===== config.mk =====
export PLATFORM = sky130hd
export DESIGN_NAME = json_string_unescape_utf8
export DESIGN_NICKNAME = d
export VERILOG_FILES = /design/src/hdl/jsu_pkg.sv /design/src/hdl/jsu_step.sv /design/src/hdl/jsu_out_reg.sv /design/src/hdl/json_string_unescape_utf8.sv
export SDC_FILE = /design/constraint.sdc
export NUM_CORES = 1
export LEC_CHECK = 0
export ABC_CLOCK_PERIOD_IN_PS = 4870
export BUFFER_PORTS_ARGS = -buffer_cell sky130_fd_sc_hd__buf_2
export CAP_MARGIN = 40
export CORE_MARGIN = 1.5
export CORE_UTILIZATION = 59
export DETAILED_ROUTE_END_ITERATION = 7
export PLACE_DENSITY = 0.89
export SLEW_MARGIN = 20
export SYNTH_ARGS = -nofsm -noshare
export SYNTH_HDL_FRONTEND = slang
export SYNTH_SLANG_ARGS = --single-unit

===== constraint.sdc =====
create_clock -name clk -period 4.87 [get_ports clk]
set_clock_uncertainty 0.2 [all_clocks]
set_input_delay 0.487 -clock clk [delete_from_list [all_inputs] [get_ports clk]]
set_output_delay 0.487 -clock clk [all_outputs]
set_load 0.02 [all_outputs]

===== src/hdl/jsu_pkg.sv =====
// Shared types, codes and helper functions for the JSON string unescaper.
package jsu_pkg;

    typedef enum logic [6:0] {
        MODE_IDLE    = 7'b0000001,
        MODE_BODY    = 7'b0000010,
        MODE_ESC     = 7'b0000100,
        MODE_HEX1    = 7'b0001000,
        MODE_PAIR_BS = 7'b0010000,
        MODE_PAIR_U  = 7'b0100000,
        MODE_HEX2    = 7'b1000000
    } mode_t;

    localparam logic [2:0] ERR_NONE     = 3'd0;
    localparam logic [2:0] ERR_CONTROL  = 3'd1;
    localparam logic [2:0] ERR_ESCAPE   = 3'd2;
    localparam logic [2:0] ERR_HEX      = 3'd3;
    localparam logic [2:0] ERR_EARLY    = 3'd4;
    localparam logic [2:0] ERR_PAIR     = 3'd5;
    localparam logic [2:0] ERR_STRAY_LO = 3'd6;
    localparam logic [2:0] ERR_MAX      = ERR_STRAY_LO;

    localparam logic [7:0] CH_QUOTE = 8'h22;
    localparam logic [7:0] CH_BSL   = 8'h5C;
    localparam logic [7:0] CH_U     = 8'h75;
    localparam logic [7:0] CTRL_MAX = 8'h1F;

    typedef struct packed {
        logic [7:0] byte_a;
        logic [7:0] byte_b;
        logic [7:0] byte_c;
        logic [7:0] byte_d;
        logic [2:0] byte_count;
        logic       string_done;
        logic [2:0] error_code;
    } result_t;

    typedef struct packed {
        logic       ok;
        logic [3:0] value;
    } hex_t;

    function automatic hex_t hex_digit(input logic [7:0] c);
        hex_t h;
        h.ok    = 1'b1;
        h.value = 4'd0;
        if (c >= 8'h30 && c <= 8'h39)
        begin
            h.value = c[3:0];
        end
        else if ((c >= 8'h61 && c <= 8'h66) || (c >= 8'h41 && c <= 8'h46))
        begin
            h.value = c[3:0] + 4'd9;
        end
        else
        begin
            h.ok = 1'b0;
        end
        return h;
    endfunction

    function automatic result_t utf8_encode(input logic [20:0] cp);
        result_t r;
        r = '0;
        if (cp <= 21'h7F)
        begin
            r.byte_a     = cp[7:0];
            r.byte_count = 3'd1;
        end
        else if (cp <= 21'h7FF)
        begin
            r.byte_a     = {3'b110, cp[10:6]};
            r.byte_b     = {2'b10, cp[5:0]};
            r.byte_count = 3'd2;
        end
        else if (cp <= 21'hFFFF)
        begin
            r.byte_a     = {4'b1110, cp[15:12]};
            r.byte_b     = {2'b10, cp[11:6]};
            r.byte_c     = {2'b10, cp[5:0]};
            r.byte_count = 3'd3;
        end
        else
        begin
            r.byte_a     = {5'b11110, cp[20:18]};
            r.byte_b     = {2'b10, cp[17:12]};
            r.byte_c     = {2'b10, cp[11:6]};
            r.byte_d     = {2'b10, cp[5:0]};
            r.byte_count = 3'd4;
        end
        return r;
    endfunction

endpackage


===== src/hdl/jsu_step.sv =====
// Scan mode machine: decodes one byte per step and builds its result.
module jsu_step import jsu_pkg::*;
(
    input  logic       clk,
    input  logic       rst_n,
    input  logic       step,
    input  logic [7:0] c,
    input  logic       ended,
    output logic       res_valid,
    output result_t    res
);

    mode_t       mode_reg, mode_next;
    logic [1:0]  hex_count_reg, hex_count_next;
    logic [15:0] hex_value_reg, hex_value_next;
    logic [9:0]  high_part_reg, high_part_next;

    hex_t        hd;
    logic [15:0] hv;
    logic [20:0] pair_cp;
    logic        active;

    assign hd      = hex_digit(c);
    assign hv      = {hex_value_reg[11:0], hd.value};
    assign pair_cp = 21'h10000 + {1'b0, high_part_reg, hv[9:0]};
    assign active  = (mode_reg == MODE_BODY) || (mode_reg == MODE_ESC)
                  || (mode_reg == MODE_HEX1) || (mode_reg == MODE_PAIR_BS)
                  || (mode_reg == MODE_PAIR_U) || (mode_reg == MODE_HEX2);

    always_comb
    begin
        mode_next      = mode_reg;
        hex_count_next = hex_count_reg;
        hex_value_next = hex_value_reg;
        high_part_next = high_part_reg;
        res_valid      = 1'b0;
        res            = '0;

        if (!active)
        begin
            mode_next = ended ? MODE_IDLE : MODE_BODY;
        end
        else if (ended)
        begin
            res_valid      = 1'b1;
            res.error_code = ERR_EARLY;
        end
        else
        begin
            unique case (mode_reg)
                MODE_BODY:
                begin
                    res_valid = 1'b1;
                    if (c == CH_QUOTE)
                    begin
                        res.string_done = 1'b1;
                    end
                    else if (c <= CTRL_MAX)
                    begin
                        res.error_code = ERR_CONTROL;
                    end
                    else if (c == CH_BSL)
                    begin
                        res_valid = 1'b0;
                        mode_next = MODE_ESC;
                    end
                    else
                    begin
                        res.byte_a     = c;
                        res.byte_count = 3'd1;
                    end
                end
                MODE_ESC:
                begin
                    res_valid      = 1'b1;
                    res.byte_count = 3'd1;
                    mode_next      = MODE_BODY;
                    case (c)
                        8'h22:   res.byte_a = 8'h22;
                        8'h5C:   res.byte_a = 8'h5C;
                        8'h2F:   res.byte_a = 8'h2F;
                        8'h62:   res.byte_a = 8'h08;
                        8'h66:   res.byte_a = 8'h0C;
                        8'h6E:   res.byte_a = 8'h0A;
                        8'h72:   res.byte_a = 8'h0D;
                        8'h74:   res.byte_a = 8'h09;
                        CH_U:
                        begin
                            res_valid      = 1'b0;
                            res.byte_count = 3'd0;
                            mode_next      = MODE_HEX1;
                            hex_count_next = 2'd0;
                            hex_value_next = 16'd0;
                        end
                        default:
                        begin
                            res.byte_count = 3'd0;
                            res.error_code = ERR_ESCAPE;
                        end
                    endcase
                end
                MODE_PAIR_BS:
                begin
                    if (c != CH_BSL)
                    begin
                        res_valid      = 1'b1;
                        res.error_code = ERR_PAIR;
                    end
                    else
                    begin
                        mode_next = MODE_PAIR_U;
                    end
                end
                MODE_PAIR_U:
                begin
                    if (c != CH_U)
                    begin
                        res_valid      = 1'b1;
                        res.error_code = ERR_PAIR;
                    end
                    else
                    begin
                        mode_next      = MODE_HEX2;
                        hex_count_next = 2'd0;
                        hex_value_next = 16'd0;
                    end
                end
                default:
                begin
                    // HEX1 or HEX2
                    if (!hd.ok)
                    begin
                        res_valid      = 1'b1;
                        res.error_code = ERR_HEX;
                    end
                    else if (hex_count_reg != 2'd3)
                    begin
                        hex_value_next = hv;
                        hex_count_next = hex_count_reg + 2'd1;
                    end
                    else if (mode_reg == MODE_HEX1)
                    begin
                        hex_count_next = 2'd0;
                        hex_value_next = 16'd0;
                        if (hv >= 16'hD800 && hv <= 16'hDBFF)
                        begin
                            high_part_next = hv[9:0];
                            mode_next      = MODE_PAIR_BS;
                        end
                        else if (hv >= 16'hDC00 && hv <= 16'hDFFF)
                        begin
                            res_valid      = 1'b1;
                            res.error_code = ERR_STRAY_LO;
                        end
                        else
                        begin
                            mode_next = MODE_BODY;
                            res_valid = 1'b1;
                            res       = utf8_encode({5'd0, hv});
                        end
                    end
                    else
                    begin
                        hex_count_next = 2'd0;
                        hex_value_next = 16'd0;
                        res_valid      = 1'b1;
                        if (hv < 16'hDC00 || hv > 16'hDFFF)
                        begin
                            res.error_code = ERR_PAIR;
                        end
                        else
                        begin
                            mode_next = MODE_BODY;
                            res       = utf8_encode(pair_cp);
                        end
                    end
                end
            endcase
        end

        if (res.string_done || (res.error_code != ERR_NONE))
        begin
            mode_next      = MODE_IDLE;
            hex_count_next = 2'd0;
            hex_value_next = 16'd0;
        end
    end

    always_ff @(posedge clk or negedge rst_n)
    begin
        if (!rst_n)
        begin
            mode_reg      <= MODE_IDLE;
            hex_count_reg <= 2'd0;
            hex_value_reg <= 16'd0;
            high_part_reg <= 10'd0;
        end
        else if (step)
        begin
            mode_reg      <= mode_next;
            hex_count_reg <= hex_count_next;
            hex_value_reg <= hex_value_next;
            high_part_reg <= high_part_next;
        end
    end

endmodule


===== src/hdl/jsu_out_reg.sv =====
// Result register between the decoder and the output channel.
module jsu_out_reg import jsu_pkg::*;
(
    input  logic       clk,
    input  logic       rst_n,
    input  logic       load,
    input  result_t    res,
    output logic       can_load,
    output logic       out_valid,
    input  logic       out_stall,
    output logic [7:0] byte_a,
    output logic [7:0] byte_b,
    output logic [7:0] byte_c,
    output logic [7:0] byte_d,
    output logic [2:0] byte_count,
    output logic       string_done,
    output logic [2:0] error_code
);

    logic    valid_reg;
    result_t data_reg;

    assign can_load = !valid_reg || !out_stall;

    always_ff @(posedge clk or negedge rst_n)
    begin
        if (!rst_n)
        begin
            valid_reg <= 1'b0;
        end
        else if (load)
        begin
            valid_reg <= 1'b1;
        end
        else if (!out_stall)
        begin
            valid_reg <= 1'b0;
        end
    end

    always_ff @(posedge clk)
    begin
        if (load)
        begin
            data_reg <= res;
        end
    end

    assign out_valid   = valid_reg;
    assign byte_a      = data_reg.byte_a;
    assign byte_b      = data_reg.byte_b;
    assign byte_c      = data_reg.byte_c;
    assign byte_d      = data_reg.byte_d;
    assign byte_count  = data_reg.byte_count;
    assign string_done = data_reg.string_done;
    assign error_code  = data_reg.error_code;

endmodule


===== src/hdl/json_string_unescape_utf8.sv =====
// JSON string unescaper, top level: input register, decoder and result register.
// One beat per string byte enters at in_valid/in_stall; the first beat after idle is the
// opening quote. Each beat is captured in an input register, decoded there by the scan
// mode machine and, when it advances, written to the result register if it produces a
// result, so a new beat can be taken every cycle unless in_stall is high. A beat yields
// at most one result beat: one to four UTF-8 bytes, the closing quote (string_done) or
// an error code; the last two leave the block idle again. Bytes that only advance the
// decoder (escape leaders, hex digits, the opening quote) give no result beat. in_stall
// follows out_stall only when a held result blocks the next one.
module json_string_unescape_utf8 import jsu_pkg::*;
(
    input  logic       clk,
    input  logic       rst_n,
    input  logic       in_valid,
    output logic       in_stall,
    input  logic [7:0] char_byte,
    input  logic       input_ended,
    output logic       out_valid,
    input  logic       out_stall,
    output logic [7:0] byte_a,
    output logic [7:0] byte_b,
    output logic [7:0] byte_c,
    output logic [7:0] byte_d,
    output logic [2:0] byte_count,
    output logic       string_done,
    output logic [2:0] error_code
);

    logic       s1_valid_reg;
    logic [7:0] s1_byte_reg;
    logic       s1_ended_reg;
    logic       res_valid;
    result_t    res;
    logic       can_load;
    logic       advance;

    assign advance  = s1_valid_reg && (!res_valid || can_load);
    assign in_stall = s1_valid_reg && !advance;

    always_ff @(posedge clk or negedge rst_n)
    begin
        if (!rst_n)
        begin
            s1_valid_reg <= 1'b0;
        end
        else if (in_valid && !in_stall)
        begin
            s1_valid_reg <= 1'b1;
        end
        else if (advance)
        begin
            s1_valid_reg <= 1'b0;
        end
    end

    always_ff @(posedge clk)
    begin
        if (in_valid && !in_stall)
        begin
            s1_byte_reg  <= char_byte;
            s1_ended_reg <= input_ended;
        end
    end

    jsu_step u_step
    (
        .clk       (clk),
        .rst_n     (rst_n),
        .step      (advance),
        .c         (s1_byte_reg),
        .ended     (s1_ended_reg),
        .res_valid (res_valid),
        .res       (res)
    );

    jsu_out_reg u_out
    (
        .clk         (clk),
        .rst_n       (rst_n),
        .load        (advance && res_valid),
        .res         (res),
        .can_load    (can_load),
        .out_valid   (out_valid),
        .out_stall   (out_stall),
        .byte_a      (byte_a),
        .byte_b      (byte_b),
        .byte_c      (byte_c),
        .byte_d      (byte_d),
        .byte_count  (byte_count),
        .string_done (string_done),
        .error_code  (error_code)
    );

endmodule


Word level (Yosys, flattened, before mapping)
Cells that the tools add are included.
{ "classes": {"eq_ne": 33, "n_lt_le_gt_ge": 18, "reduce_logical": 39, "mux": 109, "bitwise_logic": 5, "n_addsub": 3} }
{ "op_table": {"columns": ["operator", "count"], "rows": [
  ["two-way mux 24 bit", 12],
  ["two-way mux 39 bit", 3],
  ["two-way mux 36 bit", 3],
  ["two-way mux 7 bit", 14],
  ["two-way mux 12 bit", 7],
  ["two-way mux 16 bit", 4],
  ["equality test 8 x 7 -> 1 bit (second input constant)", 7],
  ["one-hot mux 7 bit (8 select lines)", 1],
  ["two-way mux 8 bit", 6],
  ["two-way mux 3 bit", 13],
  ["one-hot mux 12 bit (3 select lines)", 1],
  [">= comparator 16 bit (second input constant)", 2],
  ["<= comparator 16 bit (second input constant)", 2],
  ["one-hot mux 7 bit (4 select lines)", 1],
  ["two-way mux 1 bit", 24],
  ["one-hot mux 8 bit (3 select lines)", 1],
  ["adder 17 x 20 -> 21 bit (first input constant)", 1],
  ["<= comparator 21 x 11 -> 1 bit (second input constant)", 1],
  ["<= comparator 21 x 16 -> 1 bit (second input constant)", 1],
  ["<= comparator 21 x 7 -> 1 bit (second input constant)", 1],
  ["two-way mux 21 bit", 1],
  ["inequality test 4 bit (second input constant)", 5],
  ["two-way mux 2 bit", 9],
  ["equality test 8 x 6 -> 1 bit (second input constant)", 2],
  ["other kinds (46)", 85]
]} }
{ "totals": {"regBits": 81, "inputBits": 13, "elab_cells": 222, "output_inout_bits": 41} }

Longest topological paths before layout
{ "logic_depth": {"ltp_word": 26, "depth_mapped": 11, "mapped_depth_nobuf": 10} }

By module
A second synthesis with hierarchy kept.
{ "hier_totals": {"cells_unflattened": 537, "hier_area_um2": 5233.8} }
{ "modules_own_cells": {"columns": ["mod", "area_each_um2", "instances", "cells_per_inst", "seq_area_each_um2"], "rows": [
  ["jsu_step", 3676.0, 1, 477, 777.0],
  ["jsu_out_reg", 1207.4, 1, 42, 1196.1],
  ["json_string_unescape_utf8", 350.3, 1, 18, 295.3]
]} }

Worst setup path after synthesis
Ideal clock, no wire load.
{ "synth_path": {"path_kind": "register to register", "from": "reg s1_byte_reg[4]", "to": "reg u_out.data_reg, in the netlist u_out.byte_a[0], enable pin", "arrival_ns": 3.525, "required_time_ns": 4.240, "slack_ns": 0.715, "setup_ns": 0.430, "stages_incl_launch_ff": 9, "cell_sequence": "edfxtp_1 buf_6 or4b_4 a221oi_4 nor2_2 o21a_1 o21ai_4 nand2_1 nor2_1"} }
{ "synth_via": {"elab_chain_cells": 18} }
{ "synth_lines": {"columns": ["element", "line_no", "text"], "rows": [
  ["start, declared", "json_string_unescape_utf8.sv:30", "logic [7:0] s1_byte_reg;"],
  ["start signal, assigned", "json_string_unescape_utf8.sv:60", "s1_byte_reg <= char_byte;"],
  [">= comparator 8 x 7 -> 1 bit or <= comparator 8 x 7 -> 1 bit (tied branches)", "jsu_pkg.sv:51", "else if ((c >= 8'h61 && c <= 8'h66) || (c >= 8'h41 && c <= 8'h46))"],
  ["logical AND 1 bit", "jsu_pkg.sv:51", null],
  ["logical OR 1 bit", "jsu_pkg.sv:51", null],
  ["two-way mux 4 bit", "jsu_pkg.sv:51", null],
  ["two-way mux 4 bit", "jsu_pkg.sv:47", "if (c >= 8'h30 && c <= 8'h39)"],
  [">= comparator 16 bit or <= comparator 16 bit (tied branches)", "jsu_step.sv:145", "if (hv >= 16'hD800 && hv <= 16'hDBFF)"],
  ["logical AND 1 bit", "jsu_step.sv:145", null],
  ["two-way mux 1 bit", "jsu_step.sv:145", null],
  ["[... 3 more ...]", null, null],
  ["one-hot mux 1 bit (4 select lines) (*)", "jsu_step.sv:50", "unique case (mode_reg)"],
  ["two-way mux 1 bit (*)", "jsu_step.sv:43", "else if (ended)"],
  ["two-way mux 1 bit (*)", "jsu_step.sv:39", "if (!active)"],
  ["logical NOT 1 bit", "json_string_unescape_utf8.sv:37", "assign advance = s1_valid_reg && (!res_valid || can_load);"],
  ["logical OR 1 bit", "json_string_unescape_utf8.sv:37", null],
  ["logical AND 1 bit", "json_string_unescape_utf8.sv:37", null],
  ["logical AND 1 bit (*)", "json_string_unescape_utf8.sv:80", ".load (advance && res_valid),"],
  ["via u_out.load", "jsu_out_reg.sv:6", "input logic load,"],
  ["end signal, assigned", "jsu_out_reg.sv:45", "data_reg <= res;"],
  ["end, declared", "jsu_out_reg.sv:21", "result_t data_reg;"]
]} }
Mark *: on every way through the listed nets, which the timed path passes. The rest lies on a longest branch.
A chain may end at the register's enable or synchronous reset.

Worst setup path after layout
{ "layout_path": {"from": "reg s1_byte_reg[3]", "to": "reg u_out.data_reg, in the netlist u_out.byte_b[3] (data pin)"} }
{ "layout_via": {"elab_chain_cells": 17} }
{ "layout_lines": {"columns": ["element", "line_no", "text"], "rows": [
  [">= comparator 8 x 7 -> 1 bit or <= comparator 8 x 7 -> 1 bit (tied branches)", "jsu_pkg.sv:51", null],
  ["logical AND 1 bit", "jsu_pkg.sv:51", null],
  ["logical OR 1 bit", "jsu_pkg.sv:51", null],
  ["two-way mux 4 bit", "jsu_pkg.sv:51", null],
  ["two-way mux 4 bit", "jsu_pkg.sv:47", null],
  ["adder 17 x 20 -> 21 bit", "jsu_step.sv:25", "assign pair_cp = 21'h10000 + {1'b0, high_part_reg, hv[9:0]};"],
  ["<= comparator 21 x 16 -> 1 bit", "jsu_pkg.sv:76", "else if (cp <= 21'hFFFF)"],
  ["two-way mux 21 bit", "jsu_pkg.sv:76", null],
  ["two-way mux 24 bit (2 in series)", null, null],
  ["two-way mux 24 bit", "jsu_step.sv:50", null],
  ["two-way mux 24 bit", "jsu_step.sv:43", null],
  ["two-way mux 24 bit", "jsu_step.sv:39", null],
  ["two-way mux 16 bit", "jsu_pkg.sv:70", "else if (cp <= 21'h7FF)"],
  ["two-way mux 24 bit", "jsu_pkg.sv:65", "if (cp <= 21'h7F)"],
  ["two-way mux 36 bit", "jsu_step.sv:167", "if (hv < 16'hDC00 || hv > 16'hDFFF)"],
  ["two-way mux 39 bit", "jsu_step.sv:141", "else if (mode_reg == MODE_HEX1)"]
]} }
Parallel ways exist; a longest one is shown, timed or not. The select of a mux whose other input is x is not followed.

==> results.py <==
metrics = {
    "global_routing": {
        "groute.usage.overall_pct": 31.6,
        "grt_first_pass_wirelength_mm": 21.1,
        "largest_net_degree_at_the_start_of_global_routing": 34,
        "grt_pass1_vias": 3986,
        "grt_antenna_before_repair": 0,
        "grt_total_ovfl": 0,
    },
    "clock_network": {
        "cts-htree-levels": 3,
        "clockRootBuffer": "sky130_fd_sc_hd__clkbuf_8",
        "max-clock-path-buffers": 2,
        "cts.repair.resized": 0,
        "tritoncts": "yes",
        "numClockSinks": 78,
        "cts_setup_buffers": 0,
        "clock_insertion_delay_at_the_later_pin_of_the_skew_report_ps": 370,
        "cts.reportedPaths.clkPinSlew_ps": 100,
        "cts_made_buffers": 9,
    },
    "pwr": {
        "p_per_area_nw_per_um2": 410,
        "total_power_mw": 2.23,
        "pwr-share-clk_pct": 21.2,
        "power_leakage_nw": 2.17,
        "combPwrFrac_pct": 33.1,
        "seq_power_share_pct": 45.8,
        "sw_frac_of_total_pct": 42.0,
        "irDropWorstVdd_mv": 0.170,
        "netsw_uw": 938,
        "cell_internal_pwr_mw": 1.30,
    },
    "floorplan": {
        "design.core.area_um2": 8130,
        "die_height_um": 94.4,
        "fp.dieW_um": 94.4,
        "rows": 33,
        "initial_core_util_pct": 60.5,
        "floorplan.io_pins": 54,
        "dieArea_um2": 8900,
    },
    "layout": {
        "final_common_cell": "sky130_fd_sc_hd__buf_2",
        "layout.nets": 573,
        "area_delta_synth_final_pct": 10.6,
        "final_core_utilization_pct": 67.0,
        "largest_reg_flops": 12,
        "antenna-diode-count": 0,
        "final_layout_size_suffix_gt1_share_pct": 18.5,
        "most-common-layout-cells": "50 x sky130_fd_sc_hd__buf_2, 45 x sky130_fd_sc_hd__nor2_1, 45 x sky130_fd_sc_hd__edfxtp_1",
        "fillerInstances": 642,
    },
    "sta": {
        "finalSetupViolCount": 0,
        "fin_worst_hold_slack_ps": 90.3,
        "worst-slew-pin-transition_ps": 815,
        "slew_headroom_pct": 45.3,
        "timing_hold_violations_final": 0,
        "achievable_frequency_ghz": 0.254,
        "slew_viol_final": 0,
        "setup_tns_ps": 0,
        "unrepaired_setup_endpoints_after_global_routing": "no",
        "final_min_period_over_clock_period_pct": 80.7,
        "finalWorstSetupSlack_ps": 939,
        "final_period_minus_worst_setup_slack_ps": 3930,
    },
    "drt": {
        "drc_errors": 0,
        "drt_iter0_markers": 452,
        "viasPerCell": 6.69,
        "vias": 4436,
        "postRouteWirelength_mm": 13.5,
        "detail_route.first_pass.iterations": 5,
        "wl_per_cell_um": 20.4,
        "ant_nets": 0,
    },
    "status": {
        "run_status": "complete, no violations",
    },
    "place": {
        "post-place-ws_ps": 1050,
        "gp_routability_congestion": 0.970,
        "placement.io_buffers": 50,
        "total_half_perimeter_wirelength_after_legalization_and_detailed_placement_mm": 9.98,
    },
    "critical_path": {
        "type_of_destination_of_the_critical_path": "flip-flop",
        "worstPathCellList": "or4b_4 -> a221oi_4 -> o2111a_1 -> a21oi_1 -> nor3_2 -> nand2_2 -> nor2_1 -> a221o_1",
        "crit_slowest_cell": "sky130_fd_sc_hd__or4b_4",
        "crit-reg2reg-capture": "u_out.byte_b[3]",
        "worst-setup-path-type": "reg -> reg",
        "crit_start": "s1_byte_reg[3]",
        "worstPathArrival_ps": 3980,
        "maximum_fanout_encountered_on_the_critical_timing_path": 16,
        "worst_r2r_path_depth": 8,
        "r2r-start": "s1_byte_reg[3]",
        "critical_path_required_ps": 4910,
        "critical_path.startpoint_type": "flip-flop",
        "cp_slowest_stage_delay_ps": 640,
        "cp-endpoint": "u_out.byte_b[3]",
        "worst-r2r-setup-slack_ps": 940,
    },
    "yosys": {
        "synth_top_area_cells": "sky130_fd_sc_hd__edfxtp_1 27%, sky130_fd_sc_hd__dfrtp_1 16%, sky130_fd_sc_hd__a21oi_1 3.9%, sky130_fd_sc_hd__nor2_1 3.5%, sky130_fd_sc_hd__nor3_1 2.7%",
        "synth_largest_area_cell": "sky130_fd_sc_hd__edfxtp_1",
        "synth-seq-area-share_pct": 44.2,
        "post_synthesis_area_per_instance_um2": 9.64,
        "synth-edff-count": 45,
        "ys_seq_elements": 78,
        "postSynth.asyncResetShare_pct": 42.3,
        "syn-instance-count": 511,
        "netlist_area_um2": 4920,
        "yosysWarnings": 0,
        "synth_top_area_share_pct": 27.4,
        "ys_dominant_reg_cell": "sky130_fd_sc_hd__edfxtp_1",
        "ys_types": 77,
    },
    "flow_run": {
        "drv.max_cap_violation_count": 0,
    },
    "hold_path": {
        "hold_path.class": "in -> reg",
    },
}
==> power by group through the flow <==
stage	registers, mW	logic, mW	clock network (mW)
6_report	1.02	0.738	0.473
4_1_cts	1.01	0.727	0.474
2_1_floorplan	1.02	0.472	0
3_5_place_dp	1.03	0.721	0
3_3_place_gp	1.02	0.692	0
5_1_grt	1.04	0.803	0.500
==> final cells by class <==
cell class,instances,area (µm²),share of cell area (%)
Sequential cell,78,2180,40.0
Multi-Input combinational cell,384,2530,46.5
Tap cell,105,131,2.41
Timing Repair Buffer,56,323,5.93
Clock inverter,7,67.6,1.24
Clock buffer,9,124,2.27
Inverter,24,90.1,1.65
==> worst min-delay path by stage <==
stage,from,to,slack (ps),cells after the start
after global placement,u_step.hex_count_reg[0],u_step.hex_count_reg[0],280,1
after global routing,char_byte[3],s1_byte_reg[3],90,1
final,char_byte[5],s1_byte_reg[5],90,1
after CTS,rst_n,u_step.high_part_reg[7],20,1
after floorplan,rst_n,s1_valid_reg,-9,0
after detailed placement,u_step.hex_count_reg[0],u_step.hex_count_reg[0],290,1
==> stage by stage <==
step           instance area, µm²  std cells
3_3_place_gp                 5200        643
5_1_grt                      5450        663
4_1_cts                      5420        661
6_report                     5450        663
3_5_place_dp                 5230        645
2_1_floorplan                4930        513
==> synth_stat cells (9+ instances only) <==
cell type                   count
sky130_fd_sc_hd__inv_1         24
sky130_fd_sc_hd__nor3_1        27
sky130_fd_sc_hd__a21oi_1       38
sky130_fd_sc_hd__nand3_1       11
sky130_fd_sc_hd__o2bb2ai_1     14
sky130_fd_sc_hd__and2_1         9
sky130_fd_sc_hd__a22o_1        10
sky130_fd_sc_hd__nand2_1       27
sky130_fd_sc_hd__clkbuf_1      14
sky130_fd_sc_hd__edfxtp_1      45
sky130_fd_sc_hd__nor2_1        46
sky130_fd_sc_hd__o21ai_0       26
sky130_fd_sc_hd__dfrtp_1       32
sky130_fd_sc_hd__nand2b_1      13
==> cells by family after synthesis <==
logic type	after synthesis	share of synthesized area [%]
AND/OR/NAND/NOR	194	21.5
XOR/XNOR	5	0.889
other	1	0.0761
adder cells (fa/ha/maj)	7	1.78
flip-flops	78	44.2
AO/OA/AOI/OAI	164	23.8
multiplexers	11	3.05
buffers and inverters	51	4.65
==> timing repair <==
action,in CTS,in global routing
endpoints found under the setup margin,0,0
hold buffers,0,1
hold endpoints to repair,0,32
==> critical path: cells and delay by family (launching register included) <==
family,cells,cell delay (ps)
AOI/OAI and AO/OA,4,1030
DFF,1,610
and+or+nand+nor,4,1970
==> metal layers <==
layer  wire length, µm  global-route usage, %  part of all wire, %
met1              5630                   45.7                   42
met2              6170                   47.7                   46
met3              1400                   5.56                   10
met4               327                   11.1                  2.4
met5                 0                      0                    0
Note: power is estimated with default switching activity, not from simulation.
